==> src/bslu_pkg.sv <==
// Shared types and constants for the bounded sequential list unit.
package bslu_pkg;

	localparam int CAPACITY   = 16;
	localparam int DATA_WIDTH = 32;
	localparam int IDX_W      = $clog2(CAPACITY);
	localparam int CNT_W      = $clog2(CAPACITY + 1);

	typedef enum logic [2:0] {
		OP_PUSH_BACK  = 3'd0,
		OP_POP_BACK   = 3'd1,
		OP_PUSH_FRONT = 3'd2,
		OP_POP_FRONT  = 3'd3,
		OP_INSERT     = 3'd4,
		OP_ERASE      = 3'd5,
		OP_FIND       = 3'd6,
		OP_CLEAR      = 3'd7
	} op_t;

	typedef enum logic [2:0] {
		ST_OK       = 3'd0,
		ST_FULL     = 3'd1,
		ST_EMPTY    = 3'd2,
		ST_BADPOS   = 3'd3,
		ST_NOTFOUND = 3'd4
	} status_t;

	// Broadcast from the controller to every cell on an accepted transfer.
	typedef struct packed {
		logic                  open_slot;   // shift up from pos, write word at pos
		logic                  close_slot;  // shift down into pos and above
		logic                  find;        // compare live cells against word
		logic [IDX_W-1:0]      pos;
		logic [CNT_W-1:0]      count;       // count before the operation
		logic [DATA_WIDTH-1:0] word;
	} cell_ctl_t;

endpackage

==> src/bslu_cell.sv <==
// One list cell: holds a word, shifts with its neighbors, flags a find match.
module bslu_cell (
	input  logic                            clk,
	input  logic                            arst_n,
	input  logic [bslu_pkg::IDX_W-1:0]      idx,
	input  bslu_pkg::cell_ctl_t             ctl,
	input  logic [bslu_pkg::DATA_WIDTH-1:0] below,
	input  logic [bslu_pkg::DATA_WIDTH-1:0] above,
	output logic [bslu_pkg::DATA_WIDTH-1:0] word,
	output logic                            match
);

	logic [bslu_pkg::DATA_WIDTH-1:0] word_q;
	logic                            match_q;
	logic                            live;

	assign live  = {1'b0, idx} < ctl.count;
	assign word  = word_q;
	assign match = match_q;

	// Storage has no reset: entries at or above the count are never read.
	always_ff @(posedge clk) begin
		if (ctl.open_slot) begin
			if (idx == ctl.pos) begin
				word_q <= ctl.word;
			end else if (idx > ctl.pos) begin
				word_q <= below;
			end
		end else if (ctl.close_slot) begin
			if (idx >= ctl.pos) begin
				word_q <= above;
			end
		end
	end

	always_ff @(posedge clk or negedge arst_n) begin
		if (!arst_n) begin
			match_q <= 1'b0;
		end else begin
			match_q <= ctl.find && live && (word_q == ctl.word);
		end
	end

endmodule

==> src/bounded_sequential_list_unit.sv <==
// Top level of the bounded sequential list unit: controller and cell chain.
//
//  channel   | handshake           | payload
//  ----------+---------------------+--------------------------------------
//  command   | start / busy        | operation, position, value
//  result    | done (strobe)       | status, found_index, entry_count
//
// A command transfer takes place at a rising edge with start high and busy low.
// busy stays low: a command is taken every cycle; each cell shifts or compares
// its own word in that cycle.
// The result of a command is on the result ports in the cycle after its
// transfer, marked by done; the find result comes from the registered match
// flags in the cells and the priority encode that follows them.
// Reset clears the count, the result strobe and the match flags; the stored
// words are left as they are and are never read before they are written.
// The receiver cannot stall; each result is taken in the cycle it is shown.
module bounded_sequential_list_unit (
	input  logic                                clk,
	input  logic                                arst_n,
	input  logic                                start,
	output logic                                busy,
	input  logic [2:0]                          operation,
	input  logic [4:0]                          position,
	input  logic signed [31:0]                  value,
	output logic                                done,
	output logic [2:0]                          status,
	output logic [3:0]                          found_index,
	output logic [4:0]                          entry_count
);

	localparam int CAP = bslu_pkg::CAPACITY;
	localparam int DW  = bslu_pkg::DATA_WIDTH;
	localparam int IW  = bslu_pkg::IDX_W;
	localparam int CW  = bslu_pkg::CNT_W;

	// Held count and stage-1 result registers.
	logic [CW-1:0]         count_q;
	logic                  done_s1;
	logic                  find_s1;
	bslu_pkg::status_t     status_s1;
	logic [CW-1:0]         count_s1;

	logic                  accept;
	bslu_pkg::op_t         op;
	bslu_pkg::status_t     status_d;
	logic [CW-1:0]         count_d;
	bslu_pkg::cell_ctl_t   ctl;
	logic                  do_open;
	logic                  do_close;
	logic [CW-1:0]         slot;

	logic [DW-1:0]         cell_word  [CAP];
	logic [CAP-1:0]        cell_match;

	logic [IW-1:0]         hit_idx;
	logic                  hit_any;

	assign busy   = 1'b0;
	assign accept = start && !busy;
	assign op     = bslu_pkg::op_t'(operation);

	// Decode the command against the current count. Errors leave the list alone.
	always_comb begin
		status_d = bslu_pkg::ST_OK;
		count_d  = count_q;
		do_open  = 1'b0;
		do_close = 1'b0;
		slot     = '0;
		case (op)
			bslu_pkg::OP_PUSH_BACK, bslu_pkg::OP_PUSH_FRONT: begin
				if (count_q >= CW'(CAP)) begin
					status_d = bslu_pkg::ST_FULL;
				end else begin
					do_open = 1'b1;
					slot    = (op == bslu_pkg::OP_PUSH_BACK) ? count_q : '0;
					count_d = count_q + CW'(1);
				end
			end
			bslu_pkg::OP_POP_BACK, bslu_pkg::OP_POP_FRONT: begin
				if (count_q == '0) begin
					status_d = bslu_pkg::ST_EMPTY;
				end else begin
					do_close = 1'b1;
					slot     = (op == bslu_pkg::OP_POP_BACK) ? count_q - CW'(1) : '0;
					count_d  = count_q - CW'(1);
				end
			end
			bslu_pkg::OP_INSERT: begin
				if (count_q >= CW'(CAP)) begin
					status_d = bslu_pkg::ST_FULL;
				end else if (position > count_q) begin
					status_d = bslu_pkg::ST_BADPOS;
				end else begin
					do_open = 1'b1;
					slot    = position;
					count_d = count_q + CW'(1);
				end
			end
			bslu_pkg::OP_ERASE: begin
				if (count_q == '0) begin
					status_d = bslu_pkg::ST_EMPTY;
				end else if (position >= count_q) begin
					status_d = bslu_pkg::ST_BADPOS;
				end else begin
					do_close = 1'b1;
					slot     = position;
					count_d  = count_q - CW'(1);
				end
			end
			bslu_pkg::OP_FIND: begin
				status_d = bslu_pkg::ST_NOTFOUND; // replaced by the match result
			end
			bslu_pkg::OP_CLEAR: begin
				count_d = '0;
			end
			default: begin
				status_d = bslu_pkg::ST_OK;
			end
		endcase
	end

	// Broadcast to the chain; slot is below CAPACITY whenever a shift is enabled.
	always_comb begin
		ctl.open_slot  = accept && do_open;
		ctl.close_slot = accept && do_close;
		ctl.find       = accept && (op == bslu_pkg::OP_FIND);
		ctl.pos        = slot[IW-1:0];
		ctl.count      = count_q;
		ctl.word       = DW'(value);
	end

	// Row of cells; each sees its lower and upper neighbor.
	for (genvar i = 0; i < CAP; i++) begin : g_cell
		logic [DW-1:0] below_w;
		logic [DW-1:0] above_w;

		if (i == 0) begin : g_first
			assign below_w = '0;
		end else begin : g_mid_lo
			assign below_w = cell_word[i-1];
		end

		if (i == CAP - 1) begin : g_last
			assign above_w = '0;
		end else begin : g_mid_hi
			assign above_w = cell_word[i+1];
		end

		bslu_cell u_cell (
			.clk    (clk),
			.arst_n (arst_n),
			.idx    (IW'(i)),
			.ctl    (ctl),
			.below  (below_w),
			.above  (above_w),
			.word   (cell_word[i]),
			.match  (cell_match[i])
		);
	end

	always_ff @(posedge clk or negedge arst_n) begin
		if (!arst_n) begin
			count_q <= '0;
			done_s1 <= 1'b0;
			find_s1 <= 1'b0;
		end else begin
			done_s1 <= accept;
			if (accept) begin
				count_q <= count_d;
				find_s1 <= (op == bslu_pkg::OP_FIND);
			end
		end
	end

	// Payload of the result stage.
	always_ff @(posedge clk) begin
		if (accept) begin
			status_s1 <= status_d;
			count_s1  <= count_d;
		end
	end

	// Lowest matching cell wins.
	always_comb begin
		hit_idx = '0;
		for (int k = CAP - 1; k >= 0; k--) begin
			if (cell_match[k]) begin
				hit_idx = IW'(k);
			end
		end
	end

	assign hit_any = |cell_match;

	// Result ports
	assign done        = done_s1;
	assign entry_count = count_s1;
	assign status      = (find_s1 && hit_any) ? bslu_pkg::ST_OK : status_s1;
	assign found_index = (find_s1 && hit_any) ? hit_idx : '0;

endmodule

==> config.mk <==
export PLATFORM = sky130hd
export DESIGN_NAME = bounded_sequential_list_unit
export DESIGN_NICKNAME = d
export VERILOG_FILES = /design/src/bslu_pkg.sv /design/src/bslu_cell.sv /design/src/bounded_sequential_list_unit.sv
export SDC_FILE = /design/constraint.sdc
export NUM_CORES = 2
export LEC_CHECK = 0
export BUFFER_PORTS_ARGS = -buffer_cell sky130_fd_sc_hd__buf_2
export CORE_MARGIN = 3
export CORE_UTILIZATION = 45
export CTS_CLUSTER_SIZE = 16
export DETAILED_ROUTE_END_ITERATION = 10
export PLACE_DENSITY_LB_ADDON = 0.12
export SLEW_MARGIN = 20
export SYNTH_ARGS = -nofsm -noshare
export SYNTH_HDL_FRONTEND = slang
export SYNTH_HIERARCHICAL = 1
export SYNTH_SLANG_ARGS = --single-unit
==> constraint.sdc <==
create_clock -name clk -period 8.47 [get_ports clk]
set_input_delay 2.1175 -clock clk [delete_from_list [all_inputs] [get_ports clk]]
set_output_delay 2.1175 -clock clk [all_outputs]
set_load 0.03 [all_outputs]
== Yosys cells after proc, flatten, opt, wreduce, memory -nomap -nowiden ==
Index checks and enable logic that the tools add are counted.

* $add $sub $neg: 2
* $mul: 0
* Div/mod/pow operators: 0
* Order comparisons: 51
* Equality and inequality tests: 54
* Shifts and indexed selects: 0
* Muxes and demuxes: 129
* Bitwise gates (word level): 0
* Reduce and logical (&&, ||, !) cells: 75

{| class="wikitable"
|+ Operators with widths
! cell !! number
|-
| 2-to-1 mux 32 bit || 80
|-
| == test 32 bit || 16
|-
| 2-to-1 mux 4 bit || 25
|-
| inequality test 3 x 1 -> 1 bit, second input constant || 16
|-
| AND reduction 3 bit || 16
|-
| < comparator 4 x 5 -> 1 bit, first input constant || 8
|-
| logical AND 1 bit || 36
|-
| nonzero test 2 bit || 17
|-
| == test 4 bit, first input constant || 8
|-
| greater-or-equal comparator 4 bit, first input constant || 8
|-
| > comparator 4 bit, first input constant || 8
|-
| 2-to-1 mux 5 bit || 6
|-
| one-hot mux 5 bit (5 select lines) || 1
|-
| < comparator 3 x 5 -> 1 bit, first input constant || 4
|-
| == test 3 x 4 -> 1 bit, first input constant || 4
|-
| greater-or-equal comparator 3 x 4 -> 1 bit, first input constant || 4
|-
| > comparator 3 x 4 -> 1 bit, first input constant || 4
|-
| one-hot mux 4 bit (4 select lines) || 1
|-
| OR reduction 16 bit || 1
|-
| one-hot mux 3 bit (5 select lines) || 1
|-
| == test 3 bit, second input constant || 4
|-
| < comparator 1 x 5 -> 1 bit, first input constant || 2
|-
| < comparator 2 x 5 -> 1 bit, first input constant || 2
|-
| 2-to-1 mux 2 bit || 5
|-
| other kinds (20) || 34
|}

* Flip-flop bits (word level): 543
* Bits in latches: 0
* Bits in writable memories: 0
* Bits in read-only memories: 0
* Input port bits: 43
* Output and inout bits: 14
* Word-level logic and storage cells: 348
* Memories: 0

== Logic depth before layout (Yosys ltp) ==
* Depth in word-level cells: 17
* Depth in mapped cells: 15
* Gate-level depth less buffers: 13

== Modules after synthesis ==
The synthesis kept the hierarchy.

{| class="wikitable"
|+ By module, submodules not included
! module !! times used !! cells an instance !! area each (µm²) !! sequential area each (µm²)
|-
| bslu_cell || 16 || 209 || 2,183.3 || 985.9
|-
| bounded_sequential_list_unit || 1 || 188 || 1,539.0 || 415.4
|}

== Worst setup path after synthesis ==
No wires, ideal clock.

* Kind: input to register
* From: input operation[2]
* To: register g_cell[12].u_cell.word_q (netlist bit g_cell[12].u_cell/word[0]), enable pin
* Setup time: 394 ps
* Arrival: 5,428 ps
* Data required time: 8,076 ps
* Slack: 2,648 ps
* Stages on the path: 10
* Path buffers: 1
* Cells stage by stage: buf_2 > inv_1 > nand2_1 > or3_2 > o311ai_1 > inv_1 > ha_1 > nand3_1 > a21oi_1 > o32a_1

{| class="wikitable"
|+ RTL lines
! element !! RTL line !! source
|-
| start: declaration || bounded_sequential_list_unit.sv:22 || <nowiki>input logic [2:0] operation,</nowiki>
|-
| end signal: assignment || bslu_cell.sv:25 || <nowiki>word_q <= ctl.word;</nowiki>
|-
| end signal: assignment || bslu_cell.sv:27 || <nowiki>word_q <= below;</nowiki>
|-
| end signal: assignment || bslu_cell.sv:31 || <nowiki>word_q <= above;</nowiki>
|-
| end: declaration || bslu_cell.sv:13 || <nowiki>logic [bslu_pkg::DATA_WIDTH-1:0] word_q;</nowiki>
|}

==> metrics.csv <==
metric,value,unit
outcome,finished clean,
grt_overflow_total,0,
setup_viol,0,
drt_iter0_markers,2148,
htree_num_levels,3,
period_needed,5550,ps
finalMaxSlewViolations,0,
synth.distinct_cells,66,
r2r_slack,3430,ps
yosysWarnings,6,
dr.pass1.iters,7,
required,8690,ps
first_global_vias,26864,
worstSetupStartpointType,input port,
layout-drive-gt1-share,0.0664,
async_reset_ff_frac,0.0424,
hold_viol_final,0,
synth_area_leaders,"edfxtp_1 (43%), mux2i_1 (14%), xor2_1 (12%), a21oi_1 (7.6%), nor2_1 (5.5%)",
tns,0,ps
swShare,0.358,
globalRouteTotalUtil,0.232,
yosysMostFrequentCell,a21oi_1,
cts-resized-gates,0,
synth_top_family_by_area,multiplexers,
final_core_util,0.509,
row_count,103,
fin_nets,3909,
antenna_found_initial,7,
postCtsSetupRepairBufs,0,
path_class,input port to flip-flop,
drc_errors,0,
r2r-end,g_cell[15].u_cell/word[30],
cp-end-kind,flip-flop,
synthXorXnorAreaFrac,0.123,
dieArea,0.0845,mm^2
cts_buffers,66,
finClkSkew,22.1,ps
die_h,291,um
fmax,180,MHz
routed_wl,99800,um
rr_startpoint,count_q[4],
dpl.hpwl,69200,um
synthSimpleGateAreaFrac,0.104,
p_int,0.00631,W
slew_headroom,0.326,
power_frac_seq,0.402,
wl_per_cell,20.6,um
die_w,291,um
syn_area,0.0365,mm^2
clockBufferDepth,3,
vias,26896,
hold_end,find_s1,
rsz0062_at_grt,no,
worstHoldPathCells,1,
port-buffer-count,55,
ys_seq_area_frac,0.444,
tritoncts,built,
rr_worst_depth,13,
grt_pass1_wl,157000,um
yosysTopAreaCell,edfxtp_1,
synth_fa_ha_area_frac,0.0408,
clk_latency,600,ps
path_max_fanout,32,
synth_common_cells,"a21oi_1 (551), nor2_1 (533), edfxtp_1 (520)",
cap_violations,0,
min-delay-start,find_s1,
powerDensity,243,mW/mm^2
synth.top_cell.area_share,0.428,
worstMarginPinSlew,1010,ps
ir_drop,141,uV
num-fill-cells,7532,
ant_nets,0,
syn_inst,3532,
final.period_utilization,0.655,
synth_area_per_cell,10.3,um^2
synth_mux_area_frac,0.142,
p_comb_frac,0.326,
place.gp.congestion,0.867,
cts_sinks,543,
p_sw,0.00352,W
postCtsHoldBufs,0,
synth_edf_count,520,
synth-seq-cells,543,
core,0.0796,mm^2
grt_max_degree,225,
synth_ff_type,edfxtp_1,
routed_via_density,5.55,
start_util,0.458,
hold_class,flip-flop to flip-flop,
io_pins,57,
path_clk_slew,50,ps
syn2layout_area_growth,11.2,%
critPathArrivalTime,5770,ps
root_buffer,clkbuf_16,
cellLeakagePower,18.6,nW
clockPowerShare,0.272,
synth_compound_area_frac,0.109,
[layer usage]
metal / vias to the layer above / wire (um) / share of wire / GRT usage
li1: 13070 / - / - / -
met1: 13212 / 47300 / 0.47 / 0.332
met2: 502 / 46500 / 0.47 / 0.377
met3: 108 / 4490 / 0.045 / 0.0295
met4: 4 / 1460 / 0.015 / 0.0477
met5: - / 25 / 0.00025 / 0
[power by group through the flow]
| stage | clock, W | sequential, W | combinational [W] |
|---|---|---|---|
| 2_1_floorplan | 0 | 0.00393 | 0.00234 |
| 3_3_place_gp | 0 | 0.00401 | 0.00314 |
| 3_5_place_dp | 0 | 0.00401 | 0.00319 |
| 4_1_cts | 0.00275 | 0.00396 | 0.00320 |
| 5_1_grt | 0.00286 | 0.00400 | 0.00359 |
| 6_report | 0.00268 | 0.00395 | 0.00321 |
[through the flow]
stage	cells	hold WS, ps	instance area [um^2]	setup slack (ps)	total power (W)
5_1_grt	4844	534	40500	2650	0.0105
6_report	4848	515	40600	2920	0.00983
2_1_floorplan	3723	465	37200	2650	0.00627
3_3_place_gp	4729	488	38600	2380	0.00715
3_5_place_dp	4729	497	38600	2350	0.00720
4_1_cts	4844	515	40500	2960	0.00991
[cell type report]
cell class                 instances  area (um^2)  share of cell area
tap                             1050         1310              0.0324
timing repair buffer             124          831              0.0205
multi-input combinational       2854        19600               0.484
clock buffer                      89         1800              0.0444
clock inverter                    26          181             0.00447
inverter                         158          593              0.0146
antenna                            4         10.0            0.000247
sequential                       543        16200               0.399
[logic make-up after synthesis]
group / count (synthesis)
simple gates: 830
compound gates: 683
flops: 543
mux: 516
xor+xnor: 513
buf+inv: 326
fa+ha+maj: 119
other cells: 2
[placed cells by master, fill, tap and decap left out, types with 38 or more instances in the layout]
| master | instances |
|---|---|
| a21oi_1 | 551 |
| nor2_1 | 533 |
| edfxtp_1 | 520 |
| mux2i_1 | 516 |
| xor2_1 | 496 |
| conb_1 | 193 |
| inv_1 | 157 |
| ha_1 | 119 |
| nor4_1 | 114 |
| clkbuf_16 | 68 |
| buf_4 | 66 |
| buf_2 | 55 |
| nand3_1 | 38 |
[worst max path at each step]
| stage | start | end | slack (ps) | depth (start not counted) |
|---|---|---|---|---|
| 2_1_floorplan | operation[2] | g_cell[12].u_cell/word[0] | 2650 | 10 |
| 6_report | position[4] | g_cell[15].u_cell/word[30] | 2920 | 12 |
| 5_1_grt | position[4] | g_cell[15].u_cell/word[30] | 2650 | 12 |
| 3_5_place_dp | position[4] | g_cell[15].u_cell/word[30] | 2350 | 12 |
| 4_1_cts | position[4] | g_cell[15].u_cell/word[30] | 2960 | 12 |
| 3_3_place_gp | position[4] | g_cell[15].u_cell/word[30] | 2380 | 12 |
[registers in the layout, indices dropped and copies added (netlist names)]
name,count
g_cell.u_cell/word,512
g_cell.u_cell/match,16
count_q,5
entry_count,5
status_s1,3
done,1
find_s1,1
[critical path, cell delays in order]
cell,delay [ps]
buf_2,100
ha_1,350
a21oi_2,250
o21ai_2,130
o21ai_1,300
o2bb2ai_1,310
a221o_1,720
inv_1,110
ha_1,350
nand3_1,90
a21oi_1,120
o32a_2,760
Note: power is estimated with default switching activity, not from simulation.
